===== src/double_buffer_dac_player_assert.svh =====
// ----------------------------------------------------------------------------
// Double buffer DAC player: assertion macros
// Concurrent assertion helpers; empty when SYNTHESIS is defined.
// ----------------------------------------------------------------------------
`ifndef DOUBLE_BUFFER_DAC_PLAYER_ASSERT_SVH
`define DOUBLE_BUFFER_DAC_PLAYER_ASSERT_SVH

`ifndef SYNTHESIS
`define DBDP_ASSERT(lbl, clk, rstn, prop, msg) \
  lbl: assert property (@(posedge clk) disable iff (!rstn) prop) else $error(msg);
`define DBDP_ASSERT_NEVER(lbl, clk, rstn, expr, msg) \
  lbl: assert property (@(posedge clk) disable iff (!rstn) !(expr)) else $error(msg);
`else
`define DBDP_ASSERT(lbl, clk, rstn, prop, msg)
`define DBDP_ASSERT_NEVER(lbl, clk, rstn, expr, msg)
`endif

`endif


===== src/dbdp_fifo.sv =====
// ----------------------------------------------------------------------------
// dbdp_fifo
// Small command queue between the front and back parts.
// ----------------------------------------------------------------------------
`default_nettype none

module dbdp_fifo #(
  parameter int unsigned WIDTH = 8,
  parameter int unsigned DEPTH = 2
) (
  input  wire logic             clk_i,
  input  wire logic             rst_ni,
  input  wire logic             push_i,
  input  wire logic [WIDTH-1:0] wdata_i,
  input  wire logic             pop_i,
  output      logic [WIDTH-1:0] rdata_o,
  output      logic             full_o,
  output      logic             empty_o
);

  localparam int unsigned PW = (DEPTH > 1) ? $clog2(DEPTH) : 1;
  localparam int unsigned CW = $clog2(DEPTH + 1);

  logic [WIDTH-1:0] slot_q [DEPTH];
  logic [PW-1:0]    wptr_q, wptr_d, rptr_q, rptr_d;
  logic [CW-1:0]    count_q, count_d;

  always_comb begin
    wptr_d  = wptr_q;
    rptr_d  = rptr_q;
    count_d = count_q;
    if (push_i) begin
      wptr_d = (wptr_q == PW'(DEPTH - 1)) ? '0 : wptr_q + PW'(1);
    end
    if (pop_i) begin
      rptr_d = (rptr_q == PW'(DEPTH - 1)) ? '0 : rptr_q + PW'(1);
    end
    if (push_i && !pop_i) begin
      count_d = count_q + CW'(1);
    end else if (pop_i && !push_i) begin
      count_d = count_q - CW'(1);
    end
  end

  always_ff @(posedge clk_i or negedge rst_ni) begin
    if (!rst_ni) begin
      wptr_q  <= '0;
      rptr_q  <= '0;
      count_q <= '0;
    end else begin
      wptr_q  <= wptr_d;
      rptr_q  <= rptr_d;
      count_q <= count_d;
    end
  end

  always_ff @(posedge clk_i) begin
    if (push_i) begin
      slot_q[wptr_q] <= wdata_i;
    end
  end

  assign rdata_o = slot_q[rptr_q];
  assign full_o  = (count_q == CW'(DEPTH));
  assign empty_o = (count_q == '0);

endmodule

`default_nettype wire


===== config.mk =====
export PLATFORM = sky130hd
export DESIGN_NAME = dbdp_fifo
export DESIGN_NICKNAME = d
export VERILOG_FILES = /design/src/double_buffer_dac_player_assert.svh /design/src/dbdp_fifo.sv
export SDC_FILE = /design/constraint.sdc
export NUM_CORES = 1
export LEC_CHECK = 0
export CAP_MARGIN = 20
export CORE_MARGIN = 10
export CORE_UTILIZATION = 52
export DETAILED_ROUTE_END_ITERATION = 16
export DONT_BUFFER_PORTS = 1
export PLACE_DENSITY = 0.67
export SLEW_MARGIN = 20
export SYNTH_ARGS = -nofsm -noshare
export SYNTH_HDL_FRONTEND = slang
export SYNTH_SLANG_ARGS = --single-unit

===== constraint.sdc =====
create_clock -name clk_i -period 1.15 [get_ports clk_i]
set_input_delay 0.115 -clock clk_i [delete_from_list [all_inputs] [get_ports clk_i]]
set_output_delay 0.115 -clock clk_i [all_outputs]
set_load 0.02 [all_outputs]

==> impl_results.md <==
* ANT nets after route at 0
* Reg power frac at 46.1%
* Layout Skew at 2.23 ps
* Post-synth ARST share at 20.0%
* Number of fill cells at 72
* Post-Place Cells at 59
* Failing checks: negative setup slack
* Post-Syn Nets at 54
* CTS tree: built
* Number of max-cap violations at 0
* Worst Setup End Kind: output port
* GRT Total Usage at 9.17%
* Worst Setup Path Type: reg2out
* Lkg Pwr at 0.413 nW
* Mean Syn Cell Area at 18.8 µm²
* Layout Nets at 77
* P_int at 0.00161 W
* Initial Utilization at 57.1%
* Worst reg2reg startpoint: rptr_q
* Core Box Area at 1350 µm²
* Status: complete, but fails checks
* Min Tclk post-route at 1310 ps
* R2R depth at 4
* Initial antenna violation count at 0
* Non-filler cells, final at 78
* Setup violators final at 9
* Clock root buffer: clkbuf_4
* Area after DPL at 811 µm²
* Storage element area at 583 µm²
* Die span in x at 58.5 µm
* Setup TNS at -1200 ps
* Worst EP required at 1030 ps
* Net Sw Frac at 33.5%
* Final Slew Violations at 0
* Port bufs at 0
* Tot Pwr at 0.00242 W
* Number of synthesized flops with an enable pin at 16
* CP Launch Type: flip-flop
* I/O pins at 22
* Hold worst-path end: count_q[0]
* CP max FO at 5
* CTS max path bufs at 2
* Die footprint at 3420 µm²
* Total vias in the final route at 410
* Overflow after GRT at 0
* Max_slew headroom at 87.0%
* Ant diodes at 0
* Cells after Synth at 41
* Crit-path max cell delay at 430 ps
* Multi-input logic area at 215 µm²
* Synth unique cells at 12
* Die Span Y at 58.5 µm
* CTS H-Tree Depth at 1
* Worst hold start: push_i
* R2R setup slack at 70 ps
* Comb power frac at 40.8%
* Worst reg2reg endpoint: rptr_q
* YS warnings at 0
* DR iter-0 viols at 9
* DRC viols at 0
* Sequential-to-total area share from yosys stat at 75.3%
* TritonCTS Buffers at 3
* Pin count of the biggest net entering global routing at 12
* Flops & latches, synth at 20
* Worst VDD drop at 1.59 mV
* Tcrit/Tclk final at 114%
* Clk sinks at 20
* WL/cell at 19.2 µm
* Synth top area share at 62.3%
* Routed wire length at 1.50 mm
* Hold Path Stages at 2
* RD Place Congestion at 0.639
* Worst endpoint data arrival time at 1190 ps
* Layout cell share with drive strength beyond 1 at 38.1%
* Clock Latency Late Sink at 280 ps
* Min Hold Slack at 74.8 ps
* Yosys top cell by area: edfxtp_1
* Switching pwr at 0.000811 W
* Mapped Area at 771 µm²
* Critical-path cell list: buf_6 > mux2_4
* Worst path slowest cell: dfrtp_2
* Reg clk slew, reported paths at 100 ps
* Fin area at 1020 µm²
* Crit path setup slack, layout at -158 ps
* Row cnt at 13
* Min-delay worst type: in2reg
* F_max at 764 MHz
* Worst slew pin tran at 194 ps
* Count leader, synth: edfxtp_1
* First-pass GRT wire length at 2.44 mm
* Detailed-route vias per instance at 5.26
* DRT Pass-1 Iters at 4
* RSZ-0062 raised after global routing: yes
* Prevailing post-synth register cell: edfxtp_1
* Synth-to-layout area growth at 33.0%
* Post-synth top cells: 16 x edfxtp_1, 8 x mux2_2, 4 x dfrtp_1, 4 x xor2_1, 2 x nor2_1
* Final HPWL DP at 1.04 mm
* Vias in the first global route at 489
* Main area contributors after synthesis: edfxtp_1 62%, dfrtp_1 13%, mux2_2 12%
* PwrDens at 2360 nW/µm²
* Final Hold Viols at 0
* Clock Power Share at 13.1%
==> worst max-delay path, delay by kind of cell (launching register included) <==
kind | cells | cell delay [ps]
buf+inv | 1 | 140
mux | 1 | 340
flops | 1 | 430
==> kinds of logic (layout without fill, tap and decap cells) <==
kind of cell	Yosys count	in the layout	share of synthesized area, %
simple gates	5	5	3.74
flops	20	20	75.3
fa+ha+maj	1	1	1.62
xor+xnor	5	5	5.68
mux	8	8	11.7
buf+inv	2	24	1.95
==> flip-flops by register name, summed over array words and instances, names as in the netlist <==
register  cells
wptr_q        1
count_q       2
slot_q       16
rptr_q        1
==> worst max-delay path by stage <==
stage | to | from | cells after the start | slack (ps)
after floorplan | slot_q[0][0] | wptr_q | 1 | 150
after global placement | rdata_o[0] | rptr_q | 1 | 40
after detailed placement | rdata_o[6] | rptr_q | 1 | 20
after CTS | rdata_o[6] | rptr_q | 2 | -160
after global routing | rdata_o[6] | rptr_q | 2 | -200
final | rdata_o[6] | rptr_q | 2 | -160
==> stage by stage <==
| step | worst slack, ps | util [%] |
|---|---|---|
| 3_3_place_gp | 41.1 | 60.1 |
| 6_report | -158 | 75.9 |
| 5_1_grt | -198 | 75.9 |
| 2_1_floorplan | 149 | - |
| 3_5_place_dp | 24.7 | 60.1 |
| 4_1_cts | -160 | 74.9 |
==> layout by cell type, fill, tap and decap left out <==
cell type / count
dlygate4sd3_1: 11
nor2b_2: 1
inv_1: 1
buf_4: 6
buf_6: 2
dfrtp_1: 2
clkbuf_1: 1
dfrtp_2: 2
ha_1: 1
edfxtp_1: 16
nor2_1: 1
xnor2_1: 1
and2_1: 1
xor2_1: 4
clkbuf_4: 3
mux2_4: 8
and2b_2: 1
nor2_4: 1
==> what timing repair did <==
| action | in CTS | in global routing |
|---|---|---|
| hold buffers | 11 | 0 |
| hold endpoints to repair | 22 | 0 |
| setup buffers | 3 | 1 |
| setup endpoints to repair | 9 | 10 |
| resized for setup | 14 | 2 |
==> routing by layer <==
| layer | vias to the layer above | routed length (µm) | track usage (%) |
|---|---|---|---|
| met5 | - | 0 | 0 |
| met4 | 0 | 10 | 2.01 |
| met3 | 2 | 131 | 4.08 |
| met2 | 18 | 809 | 17.0 |
| met1 | 197 | 547 | 9.08 |
| li1 | 193 | - | - |
==> cell type report <==
type,count,area share [%]
timing repair buffer,19,17.3
tap,15,1.83
clock buffer,4,2.56
multi-input combinational,19,21.0
sequential,20,56.9
inverter,1,0.366
==> power groups by stage <==
stage | Sequential [W] | Combinational, W | Clock [W]
after detailed placement | 0.00115 | 0.000659 | 0
after floorplan | 0.00107 | 0.000599 | 0
after global placement | 0.00113 | 0.000634 | 0
after CTS | 0.00110 | 0.000960 | 0.000329
final | 0.00112 | 0.000988 | 0.000318
after global routing | 0.00113 | 0.00105 | 0.000366
Note: power is estimated with default switching activity, not from simulation.
