$ cat config.mk
export PLATFORM = sky130hd
export DESIGN_NAME = dbdp_back_flat
export DESIGN_NICKNAME = d
export VERILOG_FILES = /design/src/double_buffer_dac_player_assert.svh /design/src/dbdp_pkg.sv /design/src/dbdp_if.sv /design/src/dbdp_back.sv /design/src/flat_wrapper.sv
export SDC_FILE = /design/constraint.sdc
export NUM_CORES = 1
export LEC_CHECK = 0
export ABC_CLOCK_PERIOD_IN_PS = 4200
export CAP_MARGIN = 0
export CORE_UTILIZATION = 60
export DETAILED_ROUTE_END_ITERATION = 8
export DONT_BUFFER_PORTS = 1
export GPL_ROUTABILITY_DRIVEN = 0
export PLACE_DENSITY_LB_ADDON = 0.2
export SYNTH_ARGS = -nofsm -noshare
export SYNTH_HDL_FRONTEND = slang
export SYNTH_SLANG_ARGS = --single-unit
$ cat constraint.sdc
create_clock -name clk_i -period 4.2 [get_ports clk_i]
set_input_delay 0.84 -clock clk_i [delete_from_list [all_inputs] [get_ports clk_i]]
set_output_delay 0.84 -clock clk_i [all_outputs]
set_load 0.01 [all_outputs]
$ cat src/double_buffer_dac_player_assert.svh
// ----------------------------------------------------------------------------
// Double buffer DAC player: assertion macros
// Concurrent assertion helpers; empty when SYNTHESIS is defined.
// ----------------------------------------------------------------------------
`ifndef DOUBLE_BUFFER_DAC_PLAYER_ASSERT_SVH
`define DOUBLE_BUFFER_DAC_PLAYER_ASSERT_SVH

`ifndef SYNTHESIS
`define DBDP_ASSERT(lbl, clk, rstn, prop, msg) \
  lbl: assert property (@(posedge clk) disable iff (!rstn) prop) else $error(msg);
`define DBDP_ASSERT_NEVER(lbl, clk, rstn, expr, msg) \
  lbl: assert property (@(posedge clk) disable iff (!rstn) !(expr)) else $error(msg);
`else
`define DBDP_ASSERT(lbl, clk, rstn, prop, msg)
`define DBDP_ASSERT_NEVER(lbl, clk, rstn, expr, msg)
`endif

`endif

$ cat src/dbdp_pkg.sv
// ----------------------------------------------------------------------------
// dbdp_pkg
// Shared constants and types of the double buffer DAC player.
// ----------------------------------------------------------------------------
`default_nettype none

package dbdp_pkg;

  localparam int unsigned BUFFER_BYTES_DEFAULT = 512;
  localparam int unsigned QUEUE_DEPTH          = 2;

  localparam logic [1:0] ACT_WRITE     = 2'd0;
  localparam logic [1:0] ACT_FILL_DONE = 2'd1;
  localparam logic [1:0] ACT_TICK      = 2'd2;
  localparam logic [1:0] ACT_START     = 2'd3;

  localparam logic [1:0] KIND_SAMPLE   = 2'd0;
  localparam logic [1:0] KIND_UNDERRUN = 2'd1;
  localparam logic [1:0] KIND_FINISHED = 2'd2;

  localparam int unsigned CFG_IDX_W  = 1;
  localparam int unsigned CFG_DATA_W = 4;
  localparam logic [CFG_IDX_W-1:0] CFG_IDX_WIDE   = 1'b0;
  localparam logic [CFG_IDX_W-1:0] CFG_IDX_VOLUME = 1'b1;

  localparam logic [7:0]  SIGN_FLIP      = 8'h80;
  localparam logic [3:0]  DAC_CFG_NIBBLE = 4'h3;
  localparam logic [15:0] COUNT_MAX      = 16'hFFFF;

  typedef struct packed {
    logic       sample_is_16bit;
    logic [3:0] volume_shift;
  } cfg_t;

  typedef struct packed {
    logic [1:0]  kind;
    logic        fill_request;
    logic [15:0] underrun_count;
    logic        is_sample;
    logic        wide;
  } cmd_t;

endpackage

`default_nettype wire

$ cat src/dbdp_if.sv
// ----------------------------------------------------------------------------
// dbdp_if
// Valid/ready channel interfaces for input items and result items.
// ----------------------------------------------------------------------------
`default_nettype none


interface dbdp_out_if;
  logic        valid;
  logic        ready;
  logic [1:0]  kind;
  logic [15:0] dac_word;
  logic        fill_request;
  logic [15:0] underrun_count;

  modport source (output valid, kind, dac_word, fill_request, underrun_count, input ready);
  modport sink   (input valid, kind, dac_word, fill_request, underrun_count, output ready);
endinterface

`default_nettype wire

$ cat src/dbdp_back.sv
// ----------------------------------------------------------------------------
// dbdp_back
// Pops queued commands, reads sample bytes from the buffer RAM, builds the
// DAC frame and holds the result in the output register.
// ----------------------------------------------------------------------------
`default_nettype none

module dbdp_back #(
  parameter int unsigned BUFFER_BYTES = 512
) (
  input  wire logic                              clk_i,
  input  wire logic                              rst_ni,
  input  wire dbdp_pkg::cfg_t                    cfg_i,
  input  wire logic                              q_empty_i,
  input  wire logic [$clog2(2*BUFFER_BYTES)-1:0] q_addr_i,
  input  wire dbdp_pkg::cmd_t                    q_cmd_i,
  output      logic                              q_pop_o,
  output      logic                              ram_re_o,
  output      logic [$clog2(2*BUFFER_BYTES)-1:0] ram_raddr_o,
  input  wire logic [7:0]                        ram_rdata_i,
  output      logic                              rd_pending_o,
  dbdp_out_if.source                             out_if
);

  import dbdp_pkg::*;

  localparam int unsigned AW = $clog2(2 * BUFFER_BYTES);

  localparam logic [1:0] BK_IDLE = 2'd0;
  localparam logic [1:0] BK_HI   = 2'd1;
  localparam logic [1:0] BK_FIN  = 2'd2;

  logic [1:0]    st_q, st_d;
  cmd_t          cmd_q, cmd_d;
  logic [AW-1:0] addr_q, addr_d;
  logic [7:0]    lo_q, lo_d;

  logic          out_valid_q, out_valid_d;
  logic [1:0]    kind_q;
  logic [15:0]   dac_q;
  logic          req_q;
  logic [15:0]   count_q;

  logic          slot_free;
  logic          take;
  logic          load;
  logic [15:0]   value;
  logic [15:0]   shifted;
  logic [15:0]   dac_word;

  assign slot_free = !out_valid_q || out_if.ready;

  always_comb begin
    st_d        = st_q;
    cmd_d       = cmd_q;
    addr_d      = addr_q;
    lo_d        = lo_q;
    take        = 1'b0;
    load        = 1'b0;
    ram_re_o    = 1'b0;
    ram_raddr_o = addr_q;

    unique case (st_q)
      BK_IDLE: begin
        take = !q_empty_i;
      end
      BK_HI: begin
        ram_re_o = 1'b1;
        lo_d     = ram_rdata_i;
        st_d     = BK_FIN;
      end
      BK_FIN: begin
        if (slot_free) begin
          load = 1'b1;
          take = !q_empty_i;
          st_d = BK_IDLE;
        end
      end
      default: begin
        st_d = BK_IDLE;
      end
    endcase

    if (take) begin
      cmd_d       = q_cmd_i;
      ram_re_o    = q_cmd_i.is_sample;
      ram_raddr_o = q_addr_i;
      addr_d      = q_addr_i + AW'(1);
      st_d        = (q_cmd_i.is_sample && q_cmd_i.wide) ? BK_HI : BK_FIN;
    end
  end

  assign q_pop_o      = take;
  assign rd_pending_o = (st_q != BK_IDLE) || !q_empty_i;

  assign value    = cmd_q.wide ? {ram_rdata_i ^ SIGN_FLIP, lo_q} : {ram_rdata_i, 8'h00};
  assign shifted  = value >> cfg_i.volume_shift;
  assign dac_word = cmd_q.is_sample ? {DAC_CFG_NIBBLE, shifted[15:4]} : '0;

  always_comb begin
    out_valid_d = out_valid_q;
    if (load) begin
      out_valid_d = 1'b1;
    end else if (out_if.ready) begin
      out_valid_d = 1'b0;
    end
  end

  always_ff @(posedge clk_i or negedge rst_ni) begin
    if (!rst_ni) begin
      st_q        <= BK_IDLE;
      out_valid_q <= 1'b0;
    end else begin
      st_q        <= st_d;
      out_valid_q <= out_valid_d;
    end
  end

  always_ff @(posedge clk_i) begin
    cmd_q  <= cmd_d;
    addr_q <= addr_d;
    lo_q   <= lo_d;
    if (load) begin
      kind_q  <= cmd_q.kind;
      dac_q   <= dac_word;
      req_q   <= cmd_q.fill_request;
      count_q <= cmd_q.underrun_count;
    end
  end

  assign out_if.valid          = out_valid_q;
  assign out_if.kind           = kind_q;
  assign out_if.dac_word       = dac_q;
  assign out_if.fill_request   = req_q;
  assign out_if.underrun_count = count_q;

endmodule

`default_nettype wire

$ cat src/flat_wrapper.sv
// flat-port wrapper written by rule: the top's interface ports become plain ports
module dbdp_back_flat import dbdp_pkg::*;
#(
  parameter int unsigned BUFFER_BYTES = 512
)
  (clk_i, rst_ni, cfg_i, q_empty_i, q_addr_i, q_cmd_i, q_pop_o, ram_re_o, ram_raddr_o, ram_rdata_i, rd_pending_o, out_if_valid, out_if_kind, out_if_dac_word, out_if_fill_request, out_if_underrun_count, out_if_ready);
  dbdp_out_if out_if_i ();
  input  wire logic clk_i;
  input  wire logic rst_ni;
  input  wire dbdp_pkg::cfg_t cfg_i;
  input  wire logic q_empty_i;
  input  wire logic [$clog2(2*BUFFER_BYTES)-1:0] q_addr_i;
  input  wire dbdp_pkg::cmd_t q_cmd_i;
  output      logic q_pop_o;
  output      logic ram_re_o;
  output      logic [$clog2(2*BUFFER_BYTES)-1:0] ram_raddr_o;
  input  wire logic [7:0] ram_rdata_i;
  output      logic rd_pending_o;
  output wire logic [$bits(out_if_i.valid)-1:0] out_if_valid;
  output wire logic [$bits(out_if_i.kind)-1:0] out_if_kind;
  output wire logic [$bits(out_if_i.dac_word)-1:0] out_if_dac_word;
  output wire logic [$bits(out_if_i.fill_request)-1:0] out_if_fill_request;
  output wire logic [$bits(out_if_i.underrun_count)-1:0] out_if_underrun_count;
  input wire logic [$bits(out_if_i.ready)-1:0] out_if_ready;
  assign out_if_valid = out_if_i.valid;
  assign out_if_kind = out_if_i.kind;
  assign out_if_dac_word = out_if_i.dac_word;
  assign out_if_fill_request = out_if_i.fill_request;
  assign out_if_underrun_count = out_if_i.underrun_count;
  assign out_if_i.ready = out_if_ready;
  dbdp_back #(.BUFFER_BYTES(BUFFER_BYTES)) u_core (.clk_i(clk_i), .rst_ni(rst_ni), .cfg_i(cfg_i), .q_empty_i(q_empty_i), .q_addr_i(q_addr_i), .q_cmd_i(q_cmd_i), .q_pop_o(q_pop_o), .ram_re_o(ram_re_o), .ram_raddr_o(ram_raddr_o), .ram_rdata_i(ram_rdata_i), .rd_pending_o(rd_pending_o), .out_if(out_if_i));
endmodule
==> impl_metrics.json <==
{
  "worst-r2r-cell-count": 5,
  "hp-class": "in -> async",
  "rows": 25,
  "antenna_left": 0,
  "via_count": 1554,
  "dpl.hpwl_um": 3480,
  "drt_iter0_markers": 97,
  "cts.sinks": 70,
  "overflow": 0,
  "cts_buffers": 9,
  "cts.clk_slew.worst_paths_ps": 70,
  "syn_area_mm2": 0.00297,
  "port_buffers": 0,
  "slowest_delay_ps": 520,
  "clock_skew_ps": 13.1,
  "clkLatencyLatePin_ps": 340,
  "tritoncts": "yes",
  "fin_crit_sh": 0.715,
  "ys.flop_type": "edfxtp_1",
  "p_leak_nw": 1.10,
  "rsz0062_at_grt": "false",
  "cts_max_path_buffers": 2,
  "setup_ws_ps": 1200,
  "synth_edf_count": 67,
  "antenna_found_initial": 0,
  "root_buffer": "clkbuf_8",
  "cts-resized-gates": 0,
  "peakVddDrop_v": 0.000250,
  "async_flop_share": 0.0429,
  "synth_area_leaders": "edfxtp_1, mux2_2, mux4_2",
  "p_per_area_mw_per_mm2": 461,
  "p_int_mw": 1.11,
  "synth.top_cells.by_count": "edfxtp_1, nor2_1, mux2_2",
  "die_w_um": 72.3,
  "cp_cell_sequence": "nor2b_1 -> and2_1 -> or3_1 -> inv_1 -> buf_4",
  "cp-startpoint": "u_core.out_if.valid$_DFFE_PN0P_",
  "firstDrtPassIters": 4,
  "layout-drive-gt1-share": 0.183,
  "clkPwrFrac": 0.316,
  "ys_warn_count": 0,
  "critPathSlowestCell": "or3_1",
  "n_antenna_cell": 0,
  "drc": 0,
  "htreeDepth": 3,
  "rrSetupSlack_ps": 2000,
  "arrival_ps": 2160,
  "syn_area_per_cell_um2": 15.9,
  "synth_most_common_cell": "edfxtp_1",
  "p_sw_mw": 0.358,
  "crit_cells": 5,
  "place_ws_ps": 1210,
  "r2r_start": "u_core.out_if.valid$_DFFE_PN0P_",
  "pwr-share-comb": 0.081,
  "max_slew.worst_pin.slew_ps": 517,
  "setup-violations-final": 0,
  "drv_cap": 0,
  "grt_pass1_vias": 1458,
  "synthCells": 187,
  "rr_endpoint": "u_core.cmd_q[5]$_DFFE_PP_",
  "slew_headroom": 0.655,
  "area_growth_pct": 7.42,
  "finalSetupTns_ps": 0,
  "num_io_pins": 97,
  "cp-start-kind": "register",
  "hold_buffers": 0,
  "nNetsFinal": 241,
  "ys_ff_latch": 70,
  "grt_max_degree": 34,
  "min_period_ps": 3000,
  "seqPwrFrac": 0.603,
  "final_core_util": 0.671,
  "worstPathRequired_ps": 3360,
  "synth_largest_area_cell": "edfxtp_1",
  "viasPerCell": 5.89,
  "grt_pass1_wl_um": 7470,
  "swShare": 0.244,
  "ys_types": 41,
  "start_util": 0.624,
  "drt-total-wl_um": 4920,
  "ys_seq_area_frac": 0.703,
  "die_y_um": 72.3,
  "crit_type": "reg -> out",
  "post_cts_buffers": 0,
  "outcome": "finished clean",
  "final_max_slew_viol_count": 0,
  "synth_top_area_frac": 0.678,
  "max_freq_mhz": 333,
  "hold_viol_final": 0,
  "core_area_mm2": 0.00475,
  "cp-endpoint": "q_pop_o",
  "cp_max_fo": 33,
  "cp.buffers_inverters": 2,
  "endpoint_kind": "output port",
  "grt_usage": 0.202,
  "avgRoutedWirePerCell_um": 18.6,
  "crit_family": "simple AND/OR/NAND/NOR gates",
  "dieArea_mm2": 0.00523
}
flip-flops by register name, summed over array words and instances, names as in the netlist:
signal                        count
u_core.cmd_q                     21
u_core.addr_q                    10
u_core.out_if.dac_word           13
u_core.lo_q                       4
u_core.out_if.valid               1
u_core.out_if.underrun_count     16
u_core.out_if.fill_request        1
u_core.out_if.kind                2
u_core.st_q                       2
per-layer routing:
metal / vias up / wire length, um / global-route usage / share of wire
met5: - / 0 / 0 / 0
met4: 0 / 85 / 0.111 / 0.017
met3: 9 / 353 / 0.0556 / 0.072
met2: 79 / 2440 / 0.314 / 0.50
met1: 746 / 2040 / 0.259 / 0.41
li1: 720 / - / - / -
worst register-to-register path, delay by kind of cell (launching register included):
| kind | cells | cell delay (ps) |
|---|---|---|
| buffers and inverters | 2 | 560 |
| flip-flops | 1 | 420 |
| AND/OR/NAND/NOR | 3 | 860 |
layout by cell type, fill, tap and decap left out, drive strengths merged, types with 3 or more instances in the layout:
cell type / count
nand2: 5
mux2: 12
xnor2: 7
nor2b: 4
clkinv: 4
o22ai: 3
inv: 4
clkbuf: 10
dfrtp: 3
edfxtp: 67
mux4: 4
and2: 3
a21oi: 4
xor2: 3
o21ai: 4
and3: 3
nand3: 5
nand2b: 5
mux2i: 8
nor2: 13
through the flow:
| step | hold WS, ps | cell area (um2) | power [mW] | std cells |
|---|---|---|---|---|
| floorplan | 400 | 2970 | 1.00 | 188 |
| global placement | 401 | 3010 | 1.01 | 248 |
| detailed placement | 405 | 3010 | 1.02 | 248 |
| CTS | 177 | 3190 | 1.48 | 264 |
| global route | 172 | 3190 | 1.52 | 264 |
| finish | 195 | 3190 | 1.47 | 264 |
power by group through the flow:
stage | logic, mW | clock network (mW) | registers, mW
floorplan | 0.107 | 0 | 0.893
detailed placement | 0.119 | 0 | 0.901
global placement | 0.114 | 0 | 0.898
finish | 0.119 | 0.464 | 0.886
global route | 0.131 | 0.498 | 0.892
CTS | 0.120 | 0.477 | 0.886
worst min path at each step:
stage,from,endpoint,depth (start not counted)
2_1_floorplan,u_core.cmd_q[18]$_DFFE_PP_,u_core.out_if.fill_request$_DFFE_PP_,0
3_3_place_gp,u_core.cmd_q[17]$_DFFE_PP_,u_core.out_if.underrun_count[15]$_DFFE_PP_,0
3_5_place_dp,u_core.cmd_q[19]$_DFFE_PP_,u_core.out_if.kind[0]$_DFFE_PP_,0
4_1_cts,rst_ni,u_core.out_if.valid$_DFFE_PN0P_,0
5_1_grt,rst_ni,u_core.out_if.valid$_DFFE_PN0P_,0
6_report,rst_ni,u_core.out_if.valid$_DFFE_PN0P_,0
layout make-up:
class | instances | area, um2
Clock inverter | 6 | 47.5
Timing Repair Buffer | 2 | 15.0
Tap cell | 67 | 83.8
Clock buffer | 10 | 128
Fill cell | 354 | 1570
Multi-Input combinational cell | 106 | 816
Inverter | 3 | 11.3
Sequential cell | 70 | 2090
kinds of logic after synthesis:
| group | synth area share |
|---|---|
| fa+ha+maj | 0.00422 |
| simple gates | 0.0847 |
| xor+xnor | 0.0295 |
| compound gates | 0.0502 |
| mux | 0.103 |
| buf+inv | 0.0240 |
| flops | 0.703 |
| other cells | 0.00126 |
No activity file was read; power rests on OpenSTA's default activity.
