**config.mk**
```make
export PLATFORM = sky130hd
export DESIGN_NAME = dbdp_front_flat
export DESIGN_NICKNAME = d
export VERILOG_FILES = /design/src/double_buffer_dac_player_assert.svh /design/src/dbdp_pkg.sv /design/src/dbdp_if.sv /design/src/dbdp_front.sv /design/src/flat_wrapper.sv
export SDC_FILE = /design/constraint.sdc
export NUM_CORES = 1
export LEC_CHECK = 0
export ABC_AREA = 0
export BUFFER_PORTS_ARGS = -buffer_cell sky130_fd_sc_hd__buf_2
export CAP_MARGIN = 20
export CORE_MARGIN = 2
export CORE_UTILIZATION = 33
export DETAILED_ROUTE_END_ITERATION = 10
export MAX_ROUTING_LAYER = met4
export PLACE_DENSITY_LB_ADDON = 0.25
export SYNTH_ARGS = -nofsm -noshare
export SYNTH_HDL_FRONTEND = slang
export SYNTH_SLANG_ARGS = --single-unit
```
**constraint.sdc**
```tcl
create_clock -name clk_i -period 4.5 [get_ports clk_i]
set_clock_uncertainty 0.1 [all_clocks]
set_input_delay 0.675 -clock clk_i [delete_from_list [all_inputs] [get_ports clk_i]]
set_output_delay 0.675 -clock clk_i [all_outputs]
set_load 0.02 [all_outputs]
```
**src/double_buffer_dac_player_assert.svh**
```systemverilog
// ----------------------------------------------------------------------------
// Double buffer DAC player: assertion macros
// Concurrent assertion helpers; empty when SYNTHESIS is defined.
// ----------------------------------------------------------------------------
`ifndef DOUBLE_BUFFER_DAC_PLAYER_ASSERT_SVH
`define DOUBLE_BUFFER_DAC_PLAYER_ASSERT_SVH

`ifndef SYNTHESIS
`define DBDP_ASSERT(lbl, clk, rstn, prop, msg) \
  lbl: assert property (@(posedge clk) disable iff (!rstn) prop) else $error(msg);
`define DBDP_ASSERT_NEVER(lbl, clk, rstn, expr, msg) \
  lbl: assert property (@(posedge clk) disable iff (!rstn) !(expr)) else $error(msg);
`else
`define DBDP_ASSERT(lbl, clk, rstn, prop, msg)
`define DBDP_ASSERT_NEVER(lbl, clk, rstn, expr, msg)
`endif

`endif

```
**src/dbdp_pkg.sv**
```systemverilog
// ----------------------------------------------------------------------------
// dbdp_pkg
// Shared constants and types of the double buffer DAC player.
// ----------------------------------------------------------------------------
`default_nettype none

package dbdp_pkg;

  localparam int unsigned BUFFER_BYTES_DEFAULT = 512;
  localparam int unsigned QUEUE_DEPTH          = 2;

  localparam logic [1:0] ACT_WRITE     = 2'd0;
  localparam logic [1:0] ACT_FILL_DONE = 2'd1;
  localparam logic [1:0] ACT_TICK      = 2'd2;
  localparam logic [1:0] ACT_START     = 2'd3;

  localparam logic [1:0] KIND_SAMPLE   = 2'd0;
  localparam logic [1:0] KIND_UNDERRUN = 2'd1;
  localparam logic [1:0] KIND_FINISHED = 2'd2;

  localparam int unsigned CFG_IDX_W  = 1;
  localparam int unsigned CFG_DATA_W = 4;
  localparam logic [CFG_IDX_W-1:0] CFG_IDX_WIDE   = 1'b0;
  localparam logic [CFG_IDX_W-1:0] CFG_IDX_VOLUME = 1'b1;

  localparam logic [7:0]  SIGN_FLIP      = 8'h80;
  localparam logic [3:0]  DAC_CFG_NIBBLE = 4'h3;
  localparam logic [15:0] COUNT_MAX      = 16'hFFFF;

  typedef struct packed {
    logic       sample_is_16bit;
    logic [3:0] volume_shift;
  } cfg_t;

  typedef struct packed {
    logic [1:0]  kind;
    logic        fill_request;
    logic [15:0] underrun_count;
    logic        is_sample;
    logic        wide;
  } cmd_t;

endpackage

`default_nettype wire

```
**src/dbdp_if.sv**
```systemverilog
// ----------------------------------------------------------------------------
// dbdp_if
// Valid/ready channel interfaces for input items and result items.
// ----------------------------------------------------------------------------
`default_nettype none

interface dbdp_in_if;
  logic       valid;
  logic       ready;
  logic [1:0] action;
  logic [7:0] data_byte;
  logic       source_has_more;

  modport source (output valid, action, data_byte, source_has_more, input ready);
  modport sink   (input valid, action, data_byte, source_has_more, output ready);
endinterface


`default_nettype wire

```
**src/dbdp_front.sv**
```systemverilog
// ----------------------------------------------------------------------------
// dbdp_front
// Accepts items, keeps the ping-pong buffer bookkeeping, writes fill bytes
// and queues one command for each result.
// ----------------------------------------------------------------------------
`default_nettype none

module dbdp_front #(
  parameter int unsigned BUFFER_BYTES = 512
) (
  input  wire logic                              clk_i,
  input  wire logic                              rst_ni,
  dbdp_in_if.sink                                in_if,
  input  wire dbdp_pkg::cfg_t                    cfg_i,
  input  wire logic                              q_full_i,
  input  wire logic                              rd_pending_i,
  output      logic                              q_push_o,
  output      logic [$clog2(2*BUFFER_BYTES)-1:0] q_addr_o,
  output      dbdp_pkg::cmd_t                    q_cmd_o,
  output      logic                              ram_we_o,
  output      logic [$clog2(2*BUFFER_BYTES)-1:0] ram_waddr_o,
  output      logic [7:0]                        ram_wdata_o
);

  import dbdp_pkg::*;

  localparam int unsigned IW = $clog2(BUFFER_BYTES + 1);
  localparam int unsigned AW = $clog2(2 * BUFFER_BYTES);

  localparam logic [1:0] ST_READY   = 2'd1;
  localparam logic [1:0] ST_FILLING = 2'd2;
  localparam logic [1:0] ST_EOF     = 2'd3;

  logic          play_half_q, play_half_d;
  logic [IW-1:0] play_index_q, play_index_d;
  logic [IW-1:0] play_length_q, play_length_d;
  logic [IW-1:0] fill_index_q, fill_index_d;
  logic [IW-1:0] fill_length_q, fill_length_d;
  logic [1:0]    fill_status_q, fill_status_d;
  logic          playing_q, playing_d;
  logic [15:0]   underruns_q, underruns_d;

  logic          accept;
  logic [IW:0]   need;
  logic          used_up;
  logic          swap_used_up;
  logic [15:0]   bumped;
  logic [AW-1:0] play_base, fill_base;

  assign in_if.ready = !q_full_i && !(in_if.action == ACT_WRITE && rd_pending_i);
  assign accept      = in_if.valid && in_if.ready;

  assign need         = cfg_i.sample_is_16bit ? (IW+1)'(2) : (IW+1)'(1);
  assign used_up      = ({1'b0, play_index_q} + need) > {1'b0, play_length_q};
  assign swap_used_up = cfg_i.sample_is_16bit && (fill_length_q == IW'(1));
  assign bumped       = (in_if.source_has_more && underruns_q != COUNT_MAX) ?
                        underruns_q + 16'd1 : underruns_q;
  assign play_base    = play_half_q ? AW'(BUFFER_BYTES) : '0;
  assign fill_base    = play_half_q ? '0 : AW'(BUFFER_BYTES);

  always_comb begin
    play_half_d   = play_half_q;
    play_index_d  = play_index_q;
    play_length_d = play_length_q;
    fill_index_d  = fill_index_q;
    fill_length_d = fill_length_q;
    fill_status_d = fill_status_q;
    playing_d     = playing_q;
    underruns_d   = underruns_q;
    q_push_o      = 1'b0;
    q_addr_o      = play_base + AW'(play_index_q);
    q_cmd_o       = '{kind: KIND_SAMPLE, fill_request: 1'b0, underrun_count: underruns_q,
                      is_sample: 1'b1, wide: cfg_i.sample_is_16bit};
    ram_we_o      = 1'b0;
    ram_waddr_o   = fill_base + AW'(fill_index_q);
    ram_wdata_o   = in_if.data_byte;

    if (accept) begin
      unique case (in_if.action)
        ACT_WRITE: begin
          if (fill_status_q == ST_FILLING && fill_index_q < IW'(BUFFER_BYTES)) begin
            ram_we_o     = 1'b1;
            fill_index_d = fill_index_q + IW'(1);
          end
        end
        ACT_FILL_DONE: begin
          if (fill_status_q == ST_FILLING) begin
            fill_length_d = fill_index_q;
            fill_status_d = (fill_index_q != '0) ? ST_READY : ST_EOF;
            fill_index_d  = '0;
          end
        end
        ACT_START: begin
          if (fill_status_q == ST_READY) begin
            underruns_d   = '0;
            playing_d     = 1'b1;
            play_index_d  = '0;
            play_length_d = '0;
          end else begin
            playing_d     = 1'b0;
            fill_status_d = ST_FILLING;
            fill_index_d  = '0;
          end
        end
        ACT_TICK: begin
          if (playing_q) begin
            if (!used_up) begin
              q_push_o     = 1'b1;
              play_index_d = play_index_q + need[IW-1:0];
            end else begin
              case (fill_status_q)
                ST_READY: begin
                  play_half_d             = !play_half_q;
                  play_length_d           = fill_length_q;
                  fill_status_d           = ST_FILLING;
                  fill_index_d            = '0;
                  q_push_o                = 1'b1;
                  q_cmd_o.fill_request    = 1'b1;
                  if (swap_used_up) begin
                    play_index_d           = fill_length_q;
                    underruns_d            = bumped;
                    q_cmd_o.kind           = KIND_UNDERRUN;
                    q_cmd_o.is_sample      = 1'b0;
                    q_cmd_o.underrun_count = bumped;
                  end else begin
                    play_index_d = need[IW-1:0];
                    q_addr_o     = fill_base;
                  end
                end
                ST_EOF: begin
                  playing_d         = 1'b0;
                  q_push_o          = 1'b1;
                  q_cmd_o.kind      = KIND_FINISHED;
                  q_cmd_o.is_sample = 1'b0;
                end
                default: begin
                  if (in_if.source_has_more) begin
                    underruns_d            = bumped;
                    q_push_o               = 1'b1;
                    q_cmd_o.kind           = KIND_UNDERRUN;
                    q_cmd_o.is_sample      = 1'b0;
                    q_cmd_o.underrun_count = bumped;
                  end
                end
              endcase
            end
          end
        end
        default: begin
        end
      endcase
    end
  end

  always_ff @(posedge clk_i or negedge rst_ni) begin
    if (!rst_ni) begin
      play_half_q   <= 1'b0;
      play_index_q  <= '0;
      play_length_q <= '0;
      fill_index_q  <= '0;
      fill_length_q <= '0;
      fill_status_q <= ST_FILLING;
      playing_q     <= 1'b0;
      underruns_q   <= '0;
    end else begin
      play_half_q   <= play_half_d;
      play_index_q  <= play_index_d;
      play_length_q <= play_length_d;
      fill_index_q  <= fill_index_d;
      fill_length_q <= fill_length_d;
      fill_status_q <= fill_status_d;
      playing_q     <= playing_d;
      underruns_q   <= underruns_d;
    end
  end

endmodule

`default_nettype wire

```
**src/flat_wrapper.sv**
```systemverilog
// flat-port wrapper written by rule: the top's interface ports become plain ports
module dbdp_front_flat import dbdp_pkg::*;
#(
  parameter int unsigned BUFFER_BYTES = 512
)
  (clk_i, rst_ni, cfg_i, q_full_i, rd_pending_i, q_push_o, q_addr_o, q_cmd_o, ram_we_o, ram_waddr_o, ram_wdata_o, in_if_valid, in_if_action, in_if_data_byte, in_if_source_has_more, in_if_ready);
  dbdp_in_if in_if_i ();
  input  wire logic clk_i;
  input  wire logic rst_ni;
  input  wire dbdp_pkg::cfg_t cfg_i;
  input  wire logic q_full_i;
  input  wire logic rd_pending_i;
  output      logic q_push_o;
  output      logic [$clog2(2*BUFFER_BYTES)-1:0] q_addr_o;
  output      dbdp_pkg::cmd_t q_cmd_o;
  output      logic ram_we_o;
  output      logic [$clog2(2*BUFFER_BYTES)-1:0] ram_waddr_o;
  output      logic [7:0] ram_wdata_o;
  input wire logic [$bits(in_if_i.valid)-1:0] in_if_valid;
  input wire logic [$bits(in_if_i.action)-1:0] in_if_action;
  input wire logic [$bits(in_if_i.data_byte)-1:0] in_if_data_byte;
  input wire logic [$bits(in_if_i.source_has_more)-1:0] in_if_source_has_more;
  output wire logic [$bits(in_if_i.ready)-1:0] in_if_ready;
  assign in_if_i.valid = in_if_valid;
  assign in_if_i.action = in_if_action;
  assign in_if_i.data_byte = in_if_data_byte;
  assign in_if_i.source_has_more = in_if_source_has_more;
  assign in_if_ready = in_if_i.ready;
  dbdp_front #(.BUFFER_BYTES(BUFFER_BYTES)) u_core (.clk_i(clk_i), .rst_ni(rst_ni), .in_if(in_if_i), .cfg_i(cfg_i), .q_full_i(q_full_i), .rd_pending_i(rd_pending_i), .q_push_o(q_push_o), .q_addr_o(q_addr_o), .q_cmd_o(q_cmd_o), .ram_we_o(ram_we_o), .ram_waddr_o(ram_waddr_o), .ram_wdata_o(ram_wdata_o));
endmodule
```
==> out/results.ini <==
[status]
status = complete, but fails checks
violations = setup timing

[synthesis]
synth_cells = 479
yosys_warnings = 0
synth_area_um2 = 4310
yosys.area_share.simple_pct = 25.1
synth_top_family_by_area = simple AND/OR/NAND/NOR gates
synth_compound_area_share_pct = 17.6
synth_top_area_share_pct = 34.2
ys_seq_area_share_pct = 34.8
synthAdderAreaFrac_pct = 4.81
ys_ff_latch = 60
synthMuxAreaShare_pct = 4.76
synth_nets = 516
ys_top_cells_by_area = dfrtp_1 (34%), ha_1 (4.4%), nor2_1 (4.1%), nand2_1 (3.8%), xor2_1 (3.7%)
yosysMostFrequentCell = dfrtp_1
async_flop_share_pct = 100
synthFlopType = dfrtp_1
synth-xor-area-share_pct = 5.08
synth.avg_cell_area_um2 = 9.01
synth.distinct_cells = 76
yosysTopAreaCell = dfrtp_1
synth-edff-count = 0
synth_common_cells = dfrtp_1 (59), nor2_1 (47), nand2_1 (44), a21oi_1 (22)

[global_route]
grt.total_usage_pct = 16.8
grt_pass1_vias = 3721
antenna_found_initial = 0
grt_max_degree = 33
gr-total-overflow = 0
grt_pass1_wl_um = 18500

[setup_path]
crit_type = in2out
r2r_start = u_core.play_index_q[0]
worstPathMaxFanout = 4
cp-startpoint = cfg_i[4]
critPathArrivalTime_ns = 3.83
r2r_end = u_core.underruns_q[13]
required_ns = 3.72
rrSetupSlack_ns = 0.43
endpoint_kind = primary output
crit_path_start_kind = input pin
reg2reg_depth = 19

[clock_network]
htreeDepth = 3
path_clk_slew_ns = 0.05
cts_tree = yes
cts_buffers = 9
clk_latency_ns = 0.33
clockBufferDepth = 2
holdBufCountCts = 0
cts.sinks = 60
cts_root_buf = clkbuf_16

[floorplanning]
dieArea_um2 = 14000
die_h_um = 118
die_w_um = 118
io-pin-count = 73
fp.coreArea_um2 = 12700
num_rows = 41
start_util_pct = 34.0

[place]
place_inst = 694
portBuffers = 52
hpwl_um = 8170
gp_congestion = 0.880

[route]
dr.max_layer_used = met4
wl_met2_um = 5550
wl_met1_um = 5490
drt-vias-per-instance = 5.23
routed_wirelength_um = 11600
drtPass1Iterations = 4
wl_per_cell_um = 16.1
vias = 3769
route.met3.wl_um = 446
drt_iter0_markers = 186
drc = 0
antenna_left = 0

[flow_run]
maxCapViolCount = 0

[final_layout]
finalCoreUtilization_pct = 45.8
drive_gt1_share_pct = 34.5
num_antenna_cells = 0
final-seq-area_um2 = 1500
area_growth_pct = 34.5
fin_cells = 720
multi_input_area_um2 = 2910
nets = 580
fillers = 1226

[sta]
tightest_slew_ns = 0.940
hold_viol_final = 0
rsz0062_at_grt = yes
setup_viol = 18
fin_ws_ns = -0.101
finalCritPeriodShare_pct = 102
drv_slew = 0
relSlewSlack_pct = 37.3
timing.fmax_mhz = 217
timing.final.crit_period_ns = 4.60

[pwr]
power_density_nw_per_um2 = 321
leakage_nw = 2.80
vdd_drop_max_uv = 199

[hold_path]
min_path_type = in2async

worst max path at each step:
stage	endpoint	slack [ns]	cells past startpoint
global placement	q_cmd_o[4]	-0.13	17
CTS	q_cmd_o[4]	-0.08	17
finish	q_cmd_o[3]	-0.10	17
global route	q_cmd_o[3]	-0.22	17
detailed placement	q_cmd_o[1]	-0.15	16
floorplan	q_cmd_o[8]	0.007	16
repair_timing:
| action | CTS | global route |
|---|---|---|
| pin swaps | 13 | 15 |
| gates resized for setup | 36 | 50 |
| buffers inserted | 1 | 8 |
| gates cloned | 0 | 2 |
| setup endpoints to repair | 21 | 30 |
| hold endpoints to repair | 0 | 0 |
kinds of logic after synthesis:
family | count (synthesis)
and+or+nand+nor | 203
AOI/OAI and AO/OA | 98
DFF | 60
buffers and inverters | 58
xor gates and xnor gates | 25
muxes | 19
adders and majority gates | 16
worst max-delay path, cell delays in order:
cell and delay [ns]:
buf_8 0.10, inv_6 0.05, ha_4 0.15, fa_2 0.25, nand3_4 0.07, or2_4 0.28
o21a_1 0.20, or2_4 0.24, ha_4 0.27, nand3_2 0.07, or3_4 0.35, a21o_4 0.22
o221ai_4 0.25, buf_6 0.15, nor2_4 0.04, mux2_4 0.31, buf_6 0.13
placed cells by master, fill, tap and decap left out, types with 3 or more instances in the layout:
cell       instances
and2_4             4
nor3_1             9
clkbuf_16         10
mux2_2             8
xor2_1             7
nand2_1           43
nand2b_1           4
ha_1              13
a21oi_1           20
mux2i_1           10
nand4_1           12
a21o_1             3
a41oi_1            4
and4_1             3
xor2_4            10
nor2_1            35
and2_1             6
and3_1            21
buf_4             39
dfrtp_1           59
xnor2_1            5
a211o_1            4
a221o_1           10
a22o_1             4
nor2_4            13
buf_2             24
a31oi_1            4
o21ai_0           15
nand3_1           20
buf_6             25
inv_1             17
layer usage:
layer,GRT usage [%],vias to the layer above
li1,-,1826
met1,22.0,1858
met2,26.9,78
met3,3.14,7
met4,3.84,0
met5,-,-
area by class of cell:
cell class | instances | share of cell area (%)
tap | 172 | 3.71
inverter | 18 | 1.25
multi-input combinational | 361 | 50.1
clock inverter | 4 | 1.25
timing repair buffer | 93 | 13.6
sequential | 60 | 25.9
clock buffer | 12 | 4.25
where the power goes:
part / switching, mW / internal (mW) / total, mW
clock: 0.246 / 0.499 / 0.745
sequential: 0.0712 / 0.615 / 0.687
combinational: 0.243 / 0.186 / 0.430
sequential cells by signal, summed over array words and instances (netlist names):
register and flops:
u_core.fill_length_q 10, u_core.fill_status_q 2, u_core.playing_q 1, u_core.fill_index_q 10, u_core.play_length_q 10, u_core.play_index_q 10
u_core.play_half_q 1, u_core.underruns_q 16
through the flow:
step	hold WS [ns]	total power, mW	setup WS (ns)	area, µm²	TNS (ns)
final	0.309	1.86	-0.101	5800	-0.514
after CTS	0.335	1.87	-0.0843	5550	-0.705
after global placement	0.385	1.09	-0.127	5100	-1.43
after floorplan	0.279	0.986	0.00673	4660	0
after detailed placement	0.389	1.11	-0.146	5100	-1.99
after global routing	0.365	1.96	-0.216	5800	-3.42
No activity file was read; power rests on OpenSTA's default activity.
